`src/hw/rtl/sm4_pkg.sv`:
```
// ----------------------------------------------------------------------------
// SM4 shared definitions
// S-box, key constants, state and command types used by the SM4 engine.
// ----------------------------------------------------------------------------
package sm4_pkg;

  localparam int unsigned ROUNDS = 32;
  localparam int unsigned RND_W  = 5;

  localparam logic [2:0] REG_KEY0  = 3'd0;
  localparam logic [2:0] REG_KEY1  = 3'd1;
  localparam logic [2:0] REG_KEY2  = 3'd2;
  localparam logic [2:0] REG_KEY3  = 3'd3;
  localparam logic [2:0] REG_IV_HI = 3'd4;
  localparam logic [2:0] REG_IV_LO = 3'd5;
  localparam logic [2:0] REG_MODE  = 3'd6;

  localparam logic [31:0] FK0 = 32'hA3B1BAC6;
  localparam logic [31:0] FK1 = 32'h56AA3350;
  localparam logic [31:0] FK2 = 32'h677D9197;
  localparam logic [31:0] FK3 = 32'hB27022DC;

  localparam logic [63:0] PAD_FULL = 64'h1010101010101010;

  typedef enum logic [2:0] {
    ST_KEYGEN,
    ST_IDLE,
    ST_RUN,
    ST_OUT,
    ST_PAD_RUN,
    ST_PAD_OUT
  } state_t;

  // controller -> datapath
  typedef struct packed {
    logic key_start;   // load key schedule registers
    logic key_step;    // one key expansion round
    logic load_item;   // capture input item and start rounds
    logic load_pad;    // start the extra full-pad block
    logic round_step;  // one cipher round
    logic finish;      // form the output from the round state
    logic last_flag;   // last_result for the result being formed
  } sm4_cmd_t;

  // datapath -> controller
  typedef struct packed {
    logic rounds_done;
    logic need_pad;
  } sm4_stat_t;

  localparam logic [7:0] SBOX [256] = '{
    8'hd6,8'h90,8'he9,8'hfe,8'hcc,8'he1,8'h3d,8'hb7,8'h16,8'hb6,8'h14,8'hc2,8'h28,8'hfb,8'h2c,8'h05,
    8'h2b,8'h67,8'h9a,8'h76,8'h2a,8'hbe,8'h04,8'hc3,8'haa,8'h44,8'h13,8'h26,8'h49,8'h86,8'h06,8'h99,
    8'h9c,8'h42,8'h50,8'hf4,8'h91,8'hef,8'h98,8'h7a,8'h33,8'h54,8'h0b,8'h43,8'hed,8'hcf,8'hac,8'h62,
    8'he4,8'hb3,8'h1c,8'ha9,8'hc9,8'h08,8'he8,8'h95,8'h80,8'hdf,8'h94,8'hfa,8'h75,8'h8f,8'h3f,8'ha6,
    8'h47,8'h07,8'ha7,8'hfc,8'hf3,8'h73,8'h17,8'hba,8'h83,8'h59,8'h3c,8'h19,8'he6,8'h85,8'h4f,8'ha8,
    8'h68,8'h6b,8'h81,8'hb2,8'h71,8'h64,8'hda,8'h8b,8'hf8,8'heb,8'h0f,8'h4b,8'h70,8'h56,8'h9d,8'h35,
    8'h1e,8'h24,8'h0e,8'h5e,8'h63,8'h58,8'hd1,8'ha2,8'h25,8'h22,8'h7c,8'h3b,8'h01,8'h21,8'h78,8'h87,
    8'hd4,8'h00,8'h46,8'h57,8'h9f,8'hd3,8'h27,8'h52,8'h4c,8'h36,8'h02,8'he7,8'ha0,8'hc4,8'hc8,8'h9e,
    8'hea,8'hbf,8'h8a,8'hd2,8'h40,8'hc7,8'h38,8'hb5,8'ha3,8'hf7,8'hf2,8'hce,8'hf9,8'h61,8'h15,8'ha1,
    8'he0,8'hae,8'h5d,8'ha4,8'h9b,8'h34,8'h1a,8'h55,8'had,8'h93,8'h32,8'h30,8'hf5,8'h8c,8'hb1,8'he3,
    8'h1d,8'hf6,8'he2,8'h2e,8'h82,8'h66,8'hca,8'h60,8'hc0,8'h29,8'h23,8'hab,8'h0d,8'h53,8'h4e,8'h6f,
    8'hd5,8'hdb,8'h37,8'h45,8'hde,8'hfd,8'h8e,8'h2f,8'h03,8'hff,8'h6a,8'h72,8'h6d,8'h6c,8'h5b,8'h51,
    8'h8d,8'h1b,8'haf,8'h92,8'hbb,8'hdd,8'hbc,8'h7f,8'h11,8'hd9,8'h5c,8'h41,8'h1f,8'h10,8'h5a,8'hd8,
    8'h0a,8'hc1,8'h31,8'h88,8'ha5,8'hcd,8'h7b,8'hbd,8'h2d,8'h74,8'hd0,8'h12,8'hb8,8'he5,8'hb4,8'hb0,
    8'h89,8'h69,8'h97,8'h4a,8'h0c,8'h96,8'h77,8'h7e,8'h65,8'hb9,8'hf1,8'h09,8'hc5,8'h6e,8'hc6,8'h84,
    8'h18,8'hf0,8'h7d,8'hec,8'h3a,8'hdc,8'h4d,8'h20,8'h79,8'hee,8'h5f,8'h3e,8'hd7,8'hcb,8'h39,8'h48
  };

  function automatic logic [31:0] sub_word(input logic [31:0] a);
    return {SBOX[a[31:24]], SBOX[a[23:16]], SBOX[a[15:8]], SBOX[a[7:0]]};
  endfunction

  function automatic logic [31:0] rotl(input logic [31:0] x, input int unsigned n);
    return (x << n) | (x >> (32 - n));
  endfunction

  // CK word: byte j is ((4i + j) * 7) mod 256
  function automatic logic [31:0] ck_word(input logic [RND_W-1:0] i);
    logic [7:0] b0;
    b0 = 8'({i, 2'b00}) * 8'd7;
    return {b0, b0 + 8'd7, b0 + 8'd14, b0 + 8'd21};
  endfunction

endpackage

```
`src/hw/rtl/sm4_ctrl.sv`:
```
// ----------------------------------------------------------------------------
// SM4 controller
// Sequences key expansion, cipher rounds, the extra pad block and output.
// ----------------------------------------------------------------------------
module sm4_ctrl (
  input  logic              clk,
  input  logic              rst,
  input  logic              key_write,
  input  logic              in_valid,
  output logic              in_ready,
  output logic              out_valid,
  input  logic              out_ready,
  input  sm4_pkg::sm4_stat_t stat,
  output sm4_pkg::sm4_cmd_t  cmd,
  output logic              idle
);
  import sm4_pkg::*;

  state_t state, state_next;

  always_ff @(posedge clk) begin
    if (rst) state <= ST_KEYGEN;
    else     state <= state_next;
  end

  logic key_pend, key_pend_next;
  always_ff @(posedge clk) begin
    if (rst) key_pend <= 1'b0;
    else     key_pend <= key_pend_next;
  end

  always_comb begin
    state_next = state;
    cmd = '0;
    in_ready = 1'b0;
    out_valid = 1'b0;
    key_pend_next = key_pend | key_write;
    idle = (state == ST_IDLE);
    unique case (state)
      ST_KEYGEN: begin
        cmd.key_step = 1'b1;
        if (stat.rounds_done) begin
          cmd.key_step = 1'b0;
          state_next = ST_IDLE;
        end
      end
      ST_IDLE: begin
        if (key_pend) begin
          cmd.key_start = 1'b1;
          key_pend_next = key_write;
          state_next = ST_KEYGEN;
        end else begin
          in_ready = 1'b1;
          if (in_valid) begin
            cmd.load_item = 1'b1;
            state_next = ST_RUN;
          end
        end
      end
      ST_RUN: begin
        cmd.round_step = 1'b1;
        if (stat.rounds_done) begin
          cmd.round_step = 1'b0;
          cmd.finish = 1'b1;
          cmd.last_flag = !stat.need_pad;
          state_next = ST_OUT;
        end
      end
      ST_OUT: begin
        out_valid = 1'b1;
        if (out_ready) begin
          if (stat.need_pad) begin
            cmd.load_pad = 1'b1;
            state_next = ST_PAD_RUN;
          end else begin
            state_next = ST_IDLE;
          end
        end
      end
      ST_PAD_RUN: begin
        cmd.round_step = 1'b1;
        if (stat.rounds_done) begin
          cmd.round_step = 1'b0;
          cmd.finish = 1'b1;
          cmd.last_flag = 1'b1;
          state_next = ST_PAD_OUT;
        end
      end
      ST_PAD_OUT: begin
        out_valid = 1'b1;
        if (out_ready) state_next = ST_IDLE;
      end
      default: state_next = ST_IDLE;
    endcase
    if (key_write && state == ST_KEYGEN) key_pend_next = 1'b1;
  end

endmodule

```
`config.mk`:
```
export PLATFORM = sky130hd
export DESIGN_NAME = sm4_ctrl
export DESIGN_NICKNAME = d
export VERILOG_FILES = /design/src/hw/rtl/sm4_pkg.sv /design/src/hw/rtl/sm4_ctrl.sv
export SDC_FILE = /design/constraint.sdc
export NUM_CORES = 1
export LEC_CHECK = 0
export BUFFER_PORTS_ARGS = -buffer_cell sky130_fd_sc_hd__buf_2
export CAP_MARGIN = 20
export CORE_AREA = 3 3 40 42
export DETAILED_ROUTE_END_ITERATION = 6
export DIE_AREA = 0 0 43 45
export HOLD_SLACK_MARGIN = 0.08
export PLACE_DENSITY_LB_ADDON = 0.05
export SKIP_CTS_REPAIR_TIMING = 1
export SYNTH_ARGS = -nofsm -noshare
export SYNTH_HDL_FRONTEND = slang
export SYNTH_SLANG_ARGS = --single-unit
```
`constraint.sdc`:
```
create_clock -name clk -period 1.7 [get_ports clk]
set_clock_uncertainty 0.05 [all_clocks]
set_input_delay 0.34 -clock clk [delete_from_list [all_inputs] [get_ports clk]]
set_output_delay 0.34 -clock clk [all_outputs]
set_load 0.01 [all_outputs]
```
==> results of run 1 <==
## metal layers
metal	share of wire	vias up	wire length, um	global-route usage
li1	-	169	-	-
met2	0.48	14	378	0.150
met1	0.40	149	316	0.0867
met4	0	0	0	0.0181
met5	0	-	0	0
met3	0.12	0	94	0.0478
## kinds of logic (layout without fill, tap and decap cells)
logic type | count (synthesis) | count (layout) | synth area share
buffers and inverters | 5 | 26 | 0.0841
AO/OA/AOI/OAI | 7 | 7 | 0.187
flip-flops | 4 | 4 | 0.299
AND/OR/NAND/NOR | 20 | 20 | 0.430
## cell type report
class                           instances  area, sq um
Clock buffer                            3         22.5
Fill cell                             149          860
Inverter                                4         15.0
Multi-Input combinational cell         27          181
Sequential cell                         4         81.3
Tap cell                               15         18.8
Timing Repair Buffer                   19          106
## report_power, final
part | leakage (nW) | switching (mW) | internal, mW
clock network | 0.0138 | 0.0373 | 0.0789
logic | 0.186 | 0.0412 | 0.0352
registers | 0.0335 | 0.00523 | 0.100
## state kept, by name, indices dropped and copies added, names as in the netlist
name,cells
state,3
key_pend,1
## through the flow
step | worst slack, ps | cells | setup TNS [ps] | util | hold WS, ps
6_report | -9.54 | 72 | -9.54 | 0.331 | 270
5_1_grt | -49.9 | 72 | -51.6 | 0.331 | 271
4_1_cts | -74.6 | 71 | -74.6 | 0.309 | 262
3_5_place_dp | 194 | 68 | 0 | 0.291 | 484
3_3_place_gp | 216 | 68 | 0 | 0.291 | 483
2_1_floorplan | 199 | 36 | 0 | - | 362
## final timing paths
kind                  from       end  cells after the start
setup / recovery  state[2]    cmd[4]                      4
hold / removal         rst  state[1]                      2
setup reg to reg  state[1]  state[2]                      5
hold reg to reg   state[2]  state[1]                      1
## critical path: cells and delay by family, from the launching register on
family	cells	cell delay [ps]
AND/OR/NAND/NOR	3	620
flip-flops	1	340
buffers and inverters	1	120
## synthesized netlist by cell type
master / instances
nor2_1: 6
and3_1: 1
inv_1: 4
and2_1: 1
a21boi_0: 1
nor4_1: 2
or3b_4: 1
a211oi_1: 1
nand2_1: 2
buf_4: 1
a31oi_1: 1
a2111oi_0: 1
nor2b_1: 1
and4_1: 1
nor2_4: 1
a21oi_1: 2
dfxtp_1: 4
o21ba_1: 1
and2b_1: 1
nor3_1: 3
==> impl_metrics.csv, run 1 <==
group,metric,value,unit
final_layout,n_antenna_cell,0,
clock_network,clk-insertion-delay-late,230,ps
place,portBuffers,16,
logic_synthesis,synth.avg_cell_area,7.44,sq um
timing,tightest_slew,372,ps
final_layout,design_area,425,sq um
timing,rsz0062_at_grt,"yes",
timing,fmax,585,MHz
place,place_hpwl,654,um
floorplan,design.die.area,1940,sq um
timing,hold_violations,0,
floorplan,start_util,0.208,
status,outcome,"finished with violations",
final_layout,drive_above_1_share,0.509,
grt,antenna_found_initial,0,
power,p_leak,0.233,nW
place,place_area,374,sq um
timing,fin_crit_sh,1.01,
final_layout,nets,66,
final_layout,final_cell_mix,"16 x buf_2, 5 x nor2_1, 4 x inv_1",
grt,grt_max_degree,9,
logic_synthesis,syn_inst,36,
clock_network,clk_pin_slew,40,ps
logic_synthesis,yosysTopAreaCellShare,0.299,
setup_path,path_cells,"or3b_4, nor2_4, and2_1, buf_2",
detailed_routing,drt_pass1_iterations,2,
job,maxCapViolCount,0,
clock_network,tritoncts,"done",
floorplan,fp.dieW,43,um
power,p_per_area,700,nW/um^2
detailed_routing,wl_per_cell,10.9,um
logic_synthesis,synth_seq_area_share,0.299,
grt,grt_use_total,0.0841,
timing,finalWorstSetupSlack,-9.54,ps
detailed_routing,ant_nets,0,
detailed_routing,drt_iter0_drc,1,
clock_network,cts_root_buf,"clkbuf_4",
timing,setup_violations,1,
setup_path,crit_type,"flip-flop to primary output",
timing,min_period,1710,ps
place,place.gp.congestion,0.716,
grt,grt_overflow,0,
setup_path,cp-end-kind,"primary output",
logic_synthesis,synth_warnings,0,
logic_synthesis,synth_top_cell_by_area,"dfxtp_1",
setup_path,crit_fanout,7,
detailed_routing,via_per_inst,4.61,
power,power,0.298,mW
final_layout,final_common_cell,"buf_2",
floorplan,row_count,13,
min_path,hp-class,"primary input to flip-flop",
setup_path,cp-start-kind,"flip-flop",
clock_network,h-tree-depth,1,
timing,maxSlewHeadroom,0.746,
timing,maxSlewViolCount,0,
logic_synthesis,synth_area,268,sq um
logic_synthesis,synth-seq-cells,4,
floorplan,core,1280,sq um
setup_path,r2r_slack,410,ps
setup_path,slowest_stage,"or3b_4",
detailed_routing,finalWirelength,788,um
final_layout,syn_to_final_growth,58.9,%
setup_path,worstPathArrival,1320,ps
logic_synthesis,syn_nets,43,
setup_path,required,1310,ps
logic_synthesis,synthTopCellsByArea,"dfxtp_1 30%, nor2_1 8.4%, nor3_1 5.6%",
power,peakVddDrop,0.272,mV
grt,first_global_vias,290,
logic_synthesis,synthDistinctLibCells,20,
clock_network,cts_buffers,3,
setup_path,critical-path-max-stage-delay,410,ps
floorplan,die_h,45,um
status,violations,"setup timing",
clock_network,cts_buffer_depth,2,
floorplan,ios,17,
detailed_routing,drc_errors,0,
clock_network,cts_sinks,4,
detailed_routing,vias,332,
grt,grt_pass1_wl,1.21,mm
Power figures use the tool's default switching activity.
==> inputs of run 2 (changes only) <==
- BUFFER_PORTS_ARGS: -buffer_cell sky130_fd_sc_hd__buf_2 -> -buffer_cell sky130_fd_sc_hd__buf_4
- HOLD_SLACK_MARGIN: 0.08 -> unset
==> run 2 against run 1 <==
- the run still ends with setup timing left
- setup slack improved by 9.1 ps
- final area rose by 5.9%
- sequential share of layout area fell by 1.1 points
- die area did not move
- non-clock buffer count fell by 1
- total power rose by 1.3%
- combinational power rose by 9.9%
- register-to-register slack improved by 40 ps
- core utilization rose by 1.9 points
- critical path type unchanged
- critical endpoint unchanged
- largest cell class unchanged
- largest power group unchanged
- highest routed layer unchanged
==> impl_metrics.csv, run 2 (synthesized netlist as in run 1, its figures left out) <==
group,metric,value,unit
power,peakVddDrop,0.356,mV
clock_network,tritoncts,"done",
grt,grt_max_degree,9,
grt,grt_overflow,0,
setup_path,critical-path-max-stage-delay,430,ps
final_layout,largest_reg_flops,3,
final_layout,design_area,450,sq um
floorplan,start_util,0.208,
grt,antenna_found_initial,0,
timing,finalWorstSetupSlack,-0.480,ps
clock_network,cts_root_buf,"clkbuf_4",
floorplan,core,1280,sq um
place,place_hpwl,612,um
detailed_routing,finalWirelength,732,um
detailed_routing,drt_iter0_drc,2,
floorplan,die_h,45,um
power,p_leak,0.233,nW
setup_path,cp-end-kind,"primary output",
setup_path,path_cells,"or3b_4, nor2_4, and2_4, buf_4",
power,p_per_area,670,nW/um^2
grt,grt_use_total,0.0874,
place,place.gp.congestion,0.705,
timing,fin_hold_ws,248,ps
final_layout,nets,65,
setup_path,required,1310,ps
timing,maxSlewViolCount,0,
final_layout,n_antenna_cell,0,
timing,fin_crit_sh,1.00,
timing,hold_violations,0,
clock_network,h-tree-depth,1,
clock_network,cts_buffer_depth,2,
timing,fmax,588,MHz
final_layout,fin_util,0.351,
detailed_routing,wl_per_cell,10.3,um
final_layout,fillers,145,
detailed_routing,drc_errors,0,
grt,first_global_vias,317,
detailed_routing,drt_pass1_iterations,2,
timing,maxSlewHeadroom,0.735,
timing,setup_tns,-0.480,ps
power,combPwrFrac,0.278,
final_layout,final_cell_mix,"18 x buf_4, 5 x nor2_1, 4 x inv_1",
floorplan,ios,17,
detailed_routing,via_per_inst,4.38,
status,violations,"setup timing",
final_layout,final_common_cell,"buf_4",
place,place_area,414,sq um
final_layout,reg_top3,"state: 3 flops, key_pend: 1 flops",
setup_path,crit_fanout,4,
setup_path,worstPathArrival,1310,ps
final_layout,drive_above_1_share,0.500,
floorplan,design.die.area,1940,sq um
final_layout,syn_to_final_growth,68.2,%
setup_path,slowest_stage,"or3b_4",
setup_path,cp_top_family,"simple AND/OR/NAND/NOR gates",
setup_path,crit_type,"flip-flop to primary output",
power,internal-power,0.222,mW
setup_path,cp-start-kind,"flip-flop",
timing,min_period,1700,ps
clock_network,clk_pin_slew,40,ps
clock_network,clk-insertion-delay-late,230,ps
setup_path,crit_buf_inv,1,
min_path,hp-class,"primary input to flip-flop",
detailed_routing,vias,311,
place,portBuffers,16,
final_layout,top_register,"state",
grt,grt_pass1_wl,1.31,mm
floorplan,fp.dieW,43,um
timing,tightest_slew,388,ps
clock_network,cts_sinks,4,
power,power.switching,0.0793,mW
status,outcome,"finished with violations",
power,seqPwrFrac,0.348,
timing,rsz0062_at_grt,"yes",
power,clkPwrFrac,0.374,
power,p_sw_frac,0.263,
clock_network,cts_buffers,3,
detailed_routing,ant_nets,0,
timing,setup_violations,1,
job,maxCapViolCount,0,
floorplan,row_count,13,
setup_path,r2r_slack,450,ps
-- run 2: cell types whose count changed in the layout (fill, tap and decap cells not counted) --
cell     before  now
and2_4        0    1
nor2_4        2    1
buf_4         2   18
buf_2        16    0
and2b_1       0    1
and2_1        1    0
and2b_2       1    0
buf_6         1    0
nor2_2        0    1
-- run 2: power groups by stage --
stage | clock [mW] | sequential, mW | combinational [mW]
2_1_floorplan | 0 | 0.106 | 0.0414
3_3_place_gp | 0 | 0.107 | 0.0830
3_5_place_dp | 0 | 0.106 | 0.0822
4_1_cts | 0.119 | 0.105 | 0.0826
5_1_grt | 0.128 | 0.105 | 0.0932
6_report | 0.113 | 0.105 | 0.0840
-- run 2: worst paths after layout --
path | start | depth (start not counted) | endpoint
worst max register to register | state[1] | 4 | state[0]
worst min register to register | state[2] | 1 | state[1]
worst max-delay path | state[1] | 4 | cmd[4]
worst min-delay path | rst | 2 | key_pend
-- run 2: worst register-to-register path, stage by stage, from the launching register on --
cell,delay [ps]
dfxtp_1,350
buf_4,160
nor3_1,60
a2111oi_0,410
nor3_1,90
-- run 2: final cells by class --
class,instances,area (sq um),area share
multi-input combinational,27,178,0.394
timing repair buffer,18,135,0.300
sequential,4,81.3,0.181
clock buffer,3,22.5,0.0500
tap,15,18.8,0.0417
inverter,4,15.0,0.0333
-- run 2: stage by stage --
stage          worst slack (ps)  cells  power, mW
3_5_place_dp                199     68      0.189
6_report                 -0.480     71      0.302
3_3_place_gp                214     68      0.190
2_1_floorplan               199     36      0.148
5_1_grt                   -64.1     71      0.327
4_1_cts                   -58.9     71      0.307
-- run 2: routing by layer --
layer  global-route usage  routed length, um  up-vias
met5                    0                  0        -
met4               0.0181                  0        0
met3               0.0438                 54        0
met2                0.135                307       12
met1                0.111                370      132
li1                     -                  -      167
